[src/hw/rtl/prqs_pkg.sv]
// Shared types and constants for the priority ready queue scheduler.
package prqs_pkg;

  localparam int NUM_LEVELS_DEF = 32;
  localparam int MAX_TASKS_DEF  = 32;

  localparam int CMD_W   = 2;
  localparam int TASK_W  = 5;
  localparam int PRIO_W  = 5;
  localparam int MASK_W  = 32;
  localparam int SIZE_W  = 6;

  typedef enum logic [CMD_W-1:0] {
    CMD_INSERT = 2'd0,
    CMD_REMOVE = 2'd1,
    CMD_ROTATE = 2'd2,
    CMD_QUERY  = 2'd3
  } cmd_t;

  typedef struct packed {
    cmd_t              cmd;
    logic [TASK_W-1:0] task_id;
    logic [PRIO_W-1:0] priority_req;
  } in_t;

  typedef struct packed {
    logic              ok;
    logic              top_valid;
    logic [TASK_W-1:0] top_task;
    logic [MASK_W-1:0] ready_mask;
    logic [SIZE_W-1:0] level_size;
  } out_t;

endpackage

[src/hw/rtl/priority_ready_queue_scheduler.sv]
// Top level: bitmap priority ready queue with per-level linked-list FIFOs.

// Each command is captured in an input register, and once the result register can
// accept it, one pass of logic updates the link registers, list ends, counts and ready
// bitmap and loads the result register, including the head task of the highest-priority
// non-empty level as it stands after the command. A command's result is presented on
// the result channel from the result register. A new command can be taken every cycle
// while the result channel is not stalled, because the whole update fits between the
// input register and the result register. Back-pressure on the result channel stalls
// the input register, and in_ready then drops.
module priority_ready_queue_scheduler #(
  parameter int NUM_LEVELS = prqs_pkg::NUM_LEVELS_DEF,
  parameter int MAX_TASKS  = prqs_pkg::MAX_TASKS_DEF
) (
  input  logic           clk,
  input  logic           rst_n,
  input  logic           in_valid,
  output logic           in_ready,
  input  prqs_pkg::in_t  in_data,
  output logic           out_valid,
  input  logic           out_ready,
  output prqs_pkg::out_t out_data
);

  // Task ids are five bits wide, so at most 32 tasks are ever stored.
  localparam int TASK_DEPTH = (MAX_TASKS < 32) ? MAX_TASKS : 32;
  localparam int TW         = $clog2(TASK_DEPTH);
  localparam int LW         = $clog2(NUM_LEVELS);
  localparam int CW         = $clog2(TASK_DEPTH + 1);

  prqs_pkg::in_t  item_r;
  logic           item_vld_r, item_vld_nxt;
  prqs_pkg::out_t res_r, res_nxt;
  logic           res_vld_r, res_vld_nxt;
  logic           adv;

  logic [TW-1:0]         next_r  [TASK_DEPTH];
  logic [TW-1:0]         prev_r  [TASK_DEPTH];
  logic [LW-1:0]         qlvl_r  [TASK_DEPTH];
  logic [TASK_DEPTH-1:0] queued_r;
  logic [TW-1:0]         head_r  [NUM_LEVELS];
  logic [TW-1:0]         tail_r  [NUM_LEVELS];
  logic [CW-1:0]         cnt_r   [NUM_LEVELS];
  logic [NUM_LEVELS-1:0] ready_r, ready_nxt;

  logic          lvl_ok, task_ok, ok;
  logic [TW-1:0] ti;
  logic [LW-1:0] pi;
  logic [CW-1:0] cnt_p, cnt_p_nxt;
  logic [TW-1:0] head_p, tail_p, nx_t, pv_t, nx_head;

  logic          next_we, prev_we, head_we, tail_we, q_set, q_clr;
  logic [TW-1:0] next_wa, next_wd, prev_wa, prev_wd, head_wd, tail_wd;

  logic          top_v;
  logic [LW-1:0] top_lvl;
  logic [TW-1:0] top_head;

  logic [NUM_LEVELS-1:0] cnt_nz;

  // Handshake and pipeline advance.
  assign adv          = item_vld_r && (!res_vld_r || out_ready);
  assign in_ready     = !item_vld_r || adv;
  assign item_vld_nxt = (in_valid && in_ready) || (item_vld_r && !adv);
  assign res_vld_nxt  = adv || (res_vld_r && !out_ready);
  assign out_valid    = res_vld_r;
  assign out_data     = res_r;

  // Field decode and state reads.
  assign lvl_ok  = {1'b0, item_r.priority_req} < (prqs_pkg::PRIO_W + 1)'(NUM_LEVELS);
  assign task_ok = {4'b0, item_r.task_id} < 9'(MAX_TASKS);
  assign ti      = item_r.task_id[TW-1:0];
  assign pi      = item_r.priority_req[LW-1:0];
  assign cnt_p   = cnt_r[pi];
  assign head_p  = head_r[pi];
  assign tail_p  = tail_r[pi];
  assign nx_t    = next_r[ti];
  assign pv_t    = prev_r[ti];
  assign nx_head = next_r[head_p];

  // Command update: at most one write to each link array and each list end.
  always_comb begin
    ok        = 1'b0;
    cnt_p_nxt = cnt_p;
    next_we   = 1'b0;
    next_wa   = '0;
    next_wd   = '0;
    prev_we   = 1'b0;
    prev_wa   = '0;
    prev_wd   = '0;
    head_we   = 1'b0;
    head_wd   = '0;
    tail_we   = 1'b0;
    tail_wd   = '0;
    q_set     = 1'b0;
    q_clr     = 1'b0;
    case (item_r.cmd)
      prqs_pkg::CMD_INSERT: begin
        if (lvl_ok && task_ok && !queued_r[ti]) begin
          ok = 1'b1;
          if (cnt_p == '0) begin
            head_we = 1'b1;
            head_wd = ti;
          end else begin
            next_we = 1'b1;
            next_wa = tail_p;
            next_wd = ti;
            prev_we = 1'b1;
            prev_wa = ti;
            prev_wd = tail_p;
          end
          tail_we   = 1'b1;
          tail_wd   = ti;
          cnt_p_nxt = cnt_p + 1'b1;
          q_set     = 1'b1;
        end
      end
      prqs_pkg::CMD_REMOVE: begin
        if (lvl_ok && task_ok && queued_r[ti] && qlvl_r[ti] == pi) begin
          ok = 1'b1;
          if (head_p == ti) begin
            head_we = 1'b1;
            head_wd = nx_t;
          end else begin
            next_we = 1'b1;
            next_wa = pv_t;
            next_wd = nx_t;
          end
          if (tail_p == ti) begin
            tail_we = 1'b1;
            tail_wd = pv_t;
          end else begin
            prev_we = 1'b1;
            prev_wa = nx_t;
            prev_wd = pv_t;
          end
          cnt_p_nxt = cnt_p - 1'b1;
          q_clr     = 1'b1;
        end
      end
      prqs_pkg::CMD_ROTATE: begin
        if (lvl_ok) begin
          ok = 1'b1;
          // The old head moves behind the old tail; the new head's back link is never read.
          if (cnt_p > CW'(1)) begin
            head_we = 1'b1;
            head_wd = nx_head;
            tail_we = 1'b1;
            tail_wd = head_p;
            next_we = 1'b1;
            next_wa = tail_p;
            next_wd = head_p;
            prev_we = 1'b1;
            prev_wa = head_p;
            prev_wd = tail_p;
          end
        end
      end
      default: begin
        ok = 1'b1;
      end
    endcase
  end

  always_comb begin
    ready_nxt = ready_r;
    if (lvl_ok) begin
      ready_nxt[pi] = (cnt_p_nxt != '0);
    end
  end

  // Lowest-numbered non-empty level after the update, and its head.
  always_comb begin
    top_lvl = '0;
    for (int i = NUM_LEVELS - 1; i >= 0; i--) begin
      if (ready_nxt[i]) begin
        top_lvl = LW'(i);
      end
    end
    top_v    = |ready_nxt;
    top_head = (head_we && top_lvl == pi) ? head_wd : head_r[top_lvl];
  end

  always_comb begin
    res_nxt.ok         = ok;
    res_nxt.top_valid  = top_v;
    res_nxt.top_task   = top_v ? prqs_pkg::TASK_W'(top_head) : '0;
    res_nxt.ready_mask = prqs_pkg::MASK_W'(ready_nxt);
    res_nxt.level_size = lvl_ok ? prqs_pkg::SIZE_W'(cnt_p_nxt) : '0;
  end

  // Control state.
  always_ff @(posedge clk) begin
    if (!rst_n) begin
      item_vld_r <= 1'b0;
      res_vld_r  <= 1'b0;
      queued_r   <= '0;
      ready_r    <= '0;
      cnt_r      <= '{default: '0};
    end else begin
      item_vld_r <= item_vld_nxt;
      res_vld_r  <= res_vld_nxt;
      if (adv) begin
        ready_r <= ready_nxt;
        if (lvl_ok) begin
          cnt_r[pi] <= cnt_p_nxt;
        end
        if (q_set) begin
          queued_r[ti] <= 1'b1;
        end
        if (q_clr) begin
          queued_r[ti] <= 1'b0;
        end
      end
    end
  end

  // Payload and link storage.
  always_ff @(posedge clk) begin
    if (in_valid && in_ready) begin
      item_r <= in_data;
    end
    if (adv) begin
      res_r <= res_nxt;
      if (next_we) begin
        next_r[next_wa] <= next_wd;
      end
      if (prev_we) begin
        prev_r[prev_wa] <= prev_wd;
      end
      if (head_we) begin
        head_r[pi] <= head_wd;
      end
      if (tail_we) begin
        tail_r[pi] <= tail_wd;
      end
      if (q_set) begin
        qlvl_r[ti] <= pi;
      end
    end
  end

  always_comb begin
    for (int i = 0; i < NUM_LEVELS; i++) begin
      cnt_nz[i] = (cnt_r[i] != '0);
    end
  end

  // The bitmap always agrees with the level counts.
  a_ready_matches_counts: assert property (@(posedge clk) disable iff (!rst_n)
    ready_r == cnt_nz)
    else $error("ready bitmap disagrees with level counts");

  // A result reports a top task exactly when some level is marked non-empty.
  a_top_valid_mask: assert property (@(posedge clk) disable iff (!rst_n)
    out_valid |-> (out_data.top_valid == (out_data.ready_mask != '0)))
    else $error("top_valid inconsistent with ready_mask");

  // A query always succeeds.
  a_query_ok: assert property (@(posedge clk) disable iff (!rst_n)
    (adv && item_r.cmd == prqs_pkg::CMD_QUERY) |=> res_r.ok)
    else $error("query reported failure");

  // A full input register behind a stalled result must hold off new transfers.
  a_stall_blocks_input: assert property (@(posedge clk) disable iff (!rst_n)
    (item_vld_r && res_vld_r && !out_ready) |-> !in_ready)
    else $error("input taken while pipeline stalled");

endmodule
[config.mk]
export PLATFORM = sky130hd
export DESIGN_NAME = priority_ready_queue_scheduler
export DESIGN_NICKNAME = d
export VERILOG_FILES = /design/src/hw/rtl/prqs_pkg.sv /design/src/hw/rtl/priority_ready_queue_scheduler.sv
export SDC_FILE = /design/constraint.sdc
export NUM_CORES = 2
export LEC_CHECK = 0
export BUFFER_PORTS_ARGS = -buffer_cell sky130_fd_sc_hd__buf_4
export CORE_MARGIN = 3
export CORE_UTILIZATION = 38
export DETAILED_ROUTE_END_ITERATION = 6
export PLACE_DENSITY = 0.53
export SYNTH_ARGS = -nofsm -noshare
export SYNTH_HDL_FRONTEND = slang
export SYNTH_SLANG_ARGS = --single-unit
[constraint.sdc]
create_clock -name clk -period 12.73 [get_ports clk]
set_input_delay 0.6365 -clock clk [delete_from_list [all_inputs] [get_ports clk]]
set_output_delay 0.6365 -clock clk [all_outputs]
set_load 0.005 [all_outputs]
==> flow_summary.yaml <==
pwr:
  clockPowerShare_pct: 43.1
  seqPwrFrac_pct: 47.9
  switching_share_pct: 24.19
  p_comb_share_pct: 9.0
  p_int_mw: 6.313
  power_density_mw_per_mm2: 146.6
  ir_drop_uv: 111.6
  switchingPower_mw: 2.015
  p_leak_nw: 21.34
clock_network:
  insertion_delay_ps: 750
  cts_resized: 0
  cts_inserted_buffers: 121
  cts_setup_buffers: 0
  tritoncts: "done"
  cts.sinks: 1125
  cts.htree.levels: 3
  root_buffer: "clkbuf_16"
  ctsHoldBuffers: 0
  cts.clk_slew.worst_paths_ps: 70
  clock_path_buffers: 3
drt:
  route.met3.wl_um: 10370
  vias_per_cell: 5.815
  drt_iter0_drc: 3411
  wl_met1_um: 68260
  routed_wl_um: 147300
  drc_errors: 0
  top_layer_used: "met5"
  avgRoutedWirePerCell_um: 27.00
  via_count: 31730
  wl_met2_um: 64950
  drtPass1Iterations: 6
  postRouteAntennaNets: 0
timing:
  fmax_mhz: 116.8
  fin_ws_ps: 4171
  rsz0062_at_grt: "false"
  fin_hold_ws_ps: 99.08
  min_period_ps: 8559
  setup_tns_ps: 0
  hold_viol_final: 0
  slew-limit-headroom_pct: 17.45
  finalSetupViolations: 0
  drv_slew: 0
  period_share_pct: 67.23
  fin_skew_ps: 50.02
  worst_pin_slew_ps: 1234
cells_and_area:
  layout_common_cells: "edfxtp_1, nand2_1, mux2i_1"
  fillers: 11940
  final_cells: 5457
  finalNetCount: 3616
  mostFrequentLayoutCell: "edfxtp_1"
  drive_above_1_share_pct: 18.67
  fin_util_pct: 43.11
  diodes: 0
  area_growth_pct: 12.51
synthesis:
  syn_inst: 3600
  ys_warn_count: 0
  synth_seq_area_share_pct: 61.59
  synth_edf_count: 857
  synthesis.nets: 3620
  synth_top_cell_by_area: "edfxtp_1"
  synth_top_area_share_pct: 50.96
  synth.avg_cell_area_um2: 14.03
  async_flop_share_pct: 0
  netlist_area_mm2: 0.05050
  ys_types: 100
  yosys-top-cells-area: "edfxtp_1, dfxtp_1, mux4_2, mux2i_1, o211a_1"
  synth-seq-cells: 1125
  synth_ff_type: "edfxtp_1"
global_route:
  grt_max_degree: 132
  antenna_found_initial: 2
  grt_pass1_vias: 31190
  grt_pass1_wl_um: 216400
  overflow: 0
  grtUsageTotal_pct: 21.20
die:
  pin_count: 63
  die_area_mm2: 0.1373
  die_h_um: 370.5
  core_area_mm2: 0.1318
  start_util_pct: 38.32
  num_rows: 133
  dieWidth_um: 370.5
setup_path:
  r2r_cells: 22
  cpMaxStageDelayCell: "buf_4"
  cp_cell_sequence: "buf_4, buf_4, mux4_2, a22oi_1, and4_1, nand2_1, o31ai_2, xnor2_4, buf_4, inv_1, nor3_4, nand2_2, a311oi_1, nand4_1, o221ai_4, buf_4, inv_2, and2_1, a22oi_1, a21oi_1, a2111oi_1, a31o_1"
  path_max_fanout: 62
  path_common_cell: "buf_4"
  startpoint_type: "register"
  worstPathArrival_ps: 9180
  setup.worst_path.end_class: "register"
  required_ps: 13350
  setup.worst_path.class: "reg2reg"
  cpPeakStageDelay_ps: 650
run_status:
  status: "finished clean"
place:
  dp_slack_ps: 4423
  io_buffers: 62
  dp.cells: 5228
  gp_congestion: 0.8840
  hpwl_um: 96440
worst_hold_path:
  hold_depth: 1
  min_path_type: "in2reg"
job:
  timing.max_cap.violations: 0
registers in the layout, indices dropped and copies added (netlist names), named ones only:
name,cells
cnt_r,192
head_r,160
next_r,160
prev_r,160
qlvl_r,160
tail_r,160
out_data,45
queued_r,32
ready_r,32
pi,5
ti,5
item_r,2
item_vld_r,1
out_valid,1
stage by stage:
step | cell area, um2 | power [mW]
after floorplan | 50500 | 4.585
after global placement | 52740 | 4.816
after detailed placement | 52740 | 4.819
after CTS | 56810 | 8.403
after global routing | 56810 | 8.597
final | 56810 | 8.328
layout make-up:
cell class,instances,area [um2],area share (%)
repair buffers,146,1115,1.962
well taps,1755,2196,3.865
clock buffers,159,3352,5.900
multi-input cells,2184,18250,32.11
flip-flops and latches,1125,31120,54.77
clock inverters,70,720.7,1.268
inverters,18,67.56,0.1189
power groups by stage:
| stage | Combinational (mW) | Clock (mW) | Sequential, mW |
|---|---|---|---|
| floorplan | 0.544 | 0 | 4.04 |
| global placement | 0.748 | 0 | 4.07 |
| detailed placement | 0.751 | 0 | 4.07 |
| CTS | 0.753 | 3.66 | 3.99 |
| global route | 0.799 | 3.81 | 3.99 |
| finish | 0.753 | 3.59 | 3.99 |
worst max-delay path: cells and delay by family, from the launching register on:
family | cells | cell delay (ps)
simple gates | 6 | 2180
mux | 1 | 560
xor+xnor | 1 | 150
flops | 1 | 330
buf+inv | 6 | 2550
compound gates | 8 | 2550
cells in the mapped netlist, types with 5 or more instances:
| master | n |
|---|---|
| o221ai_1 | 7 |
| o31a_1 | 5 |
| o221a_2 | 33 |
| or4bb_1 | 6 |
| edfxtp_1 | 857 |
| xor2_1 | 6 |
| a211oi_1 | 66 |
| nor4_1 | 14 |
| and2_1 | 20 |
| or3_1 | 8 |
| o211a_1 | 161 |
| and3_1 | 10 |
| o22ai_1 | 42 |
| clkbuf_1 | 172 |
| buf_4 | 12 |
| dfxtp_1 | 268 |
| nor2_1 | 234 |
| buf_6 | 12 |
| mux4_2 | 219 |
| nor2b_1 | 52 |
| mux2_2 | 27 |
| nand2b_1 | 14 |
| a22oi_1 | 54 |
| mux2i_1 | 287 |
| a21oi_1 | 84 |
| nand3_1 | 34 |
| nand2_1 | 397 |
| nand4b_1 | 5 |
| a21boi_0 | 67 |
| buf_1 | 28 |
| a31oi_1 | 18 |
| or2_2 | 11 |
| nand4_1 | 16 |
| o211ai_1 | 13 |
| o21ai_0 | 141 |
| buf_2 | 45 |
| inv_1 | 15 |
| xnor2_1 | 13 |
| o21a_1 | 9 |
| nor3_1 | 11 |
kinds of logic (layout without fill, tap and decap cells):
| family | after synthesis | in the layout | synth area share (%) |
|---|---|---|---|
| AOI/OAI and AO/OA | 756 | 756 | 11.30 |
| DFF | 1125 | 1125 | 61.59 |
| and+or+nand+nor | 865 | 865 | 7.763 |
| muxes | 535 | 535 | 16.11 |
| xor gates and xnor gates | 24 | 24 | 0.5129 |
| adders and majority gates | 4 | 4 | 0.09911 |
| buffers and inverters | 291 | 393 | 2.631 |
final timing paths:
check	start	endpoint	slack, ps
max reg2reg	pi[0]$_DFFE_PP_	out_data[42]$_SDFFCE_PN0P_	4170
min	in_data[5]	ti[0]$_DFFE_PP_	100
max	pi[0]$_DFFE_PP_	out_data[42]$_SDFFCE_PN0P_	4170
min reg2reg	cnt_r[30]$_SDFFE_PN0P_	cnt_r[30]$_SDFFE_PN0P_	480
per-layer routing:
metal / vias to the layer above / global-route usage, %
met4: 4 / 5.989
met3: 224 / 3.801
met1: 16220 / 31.70
li1: 14040 / -
met5: - / 0
met2: 1242 / 31.55
No activity file was read; power rests on OpenSTA's default activity.
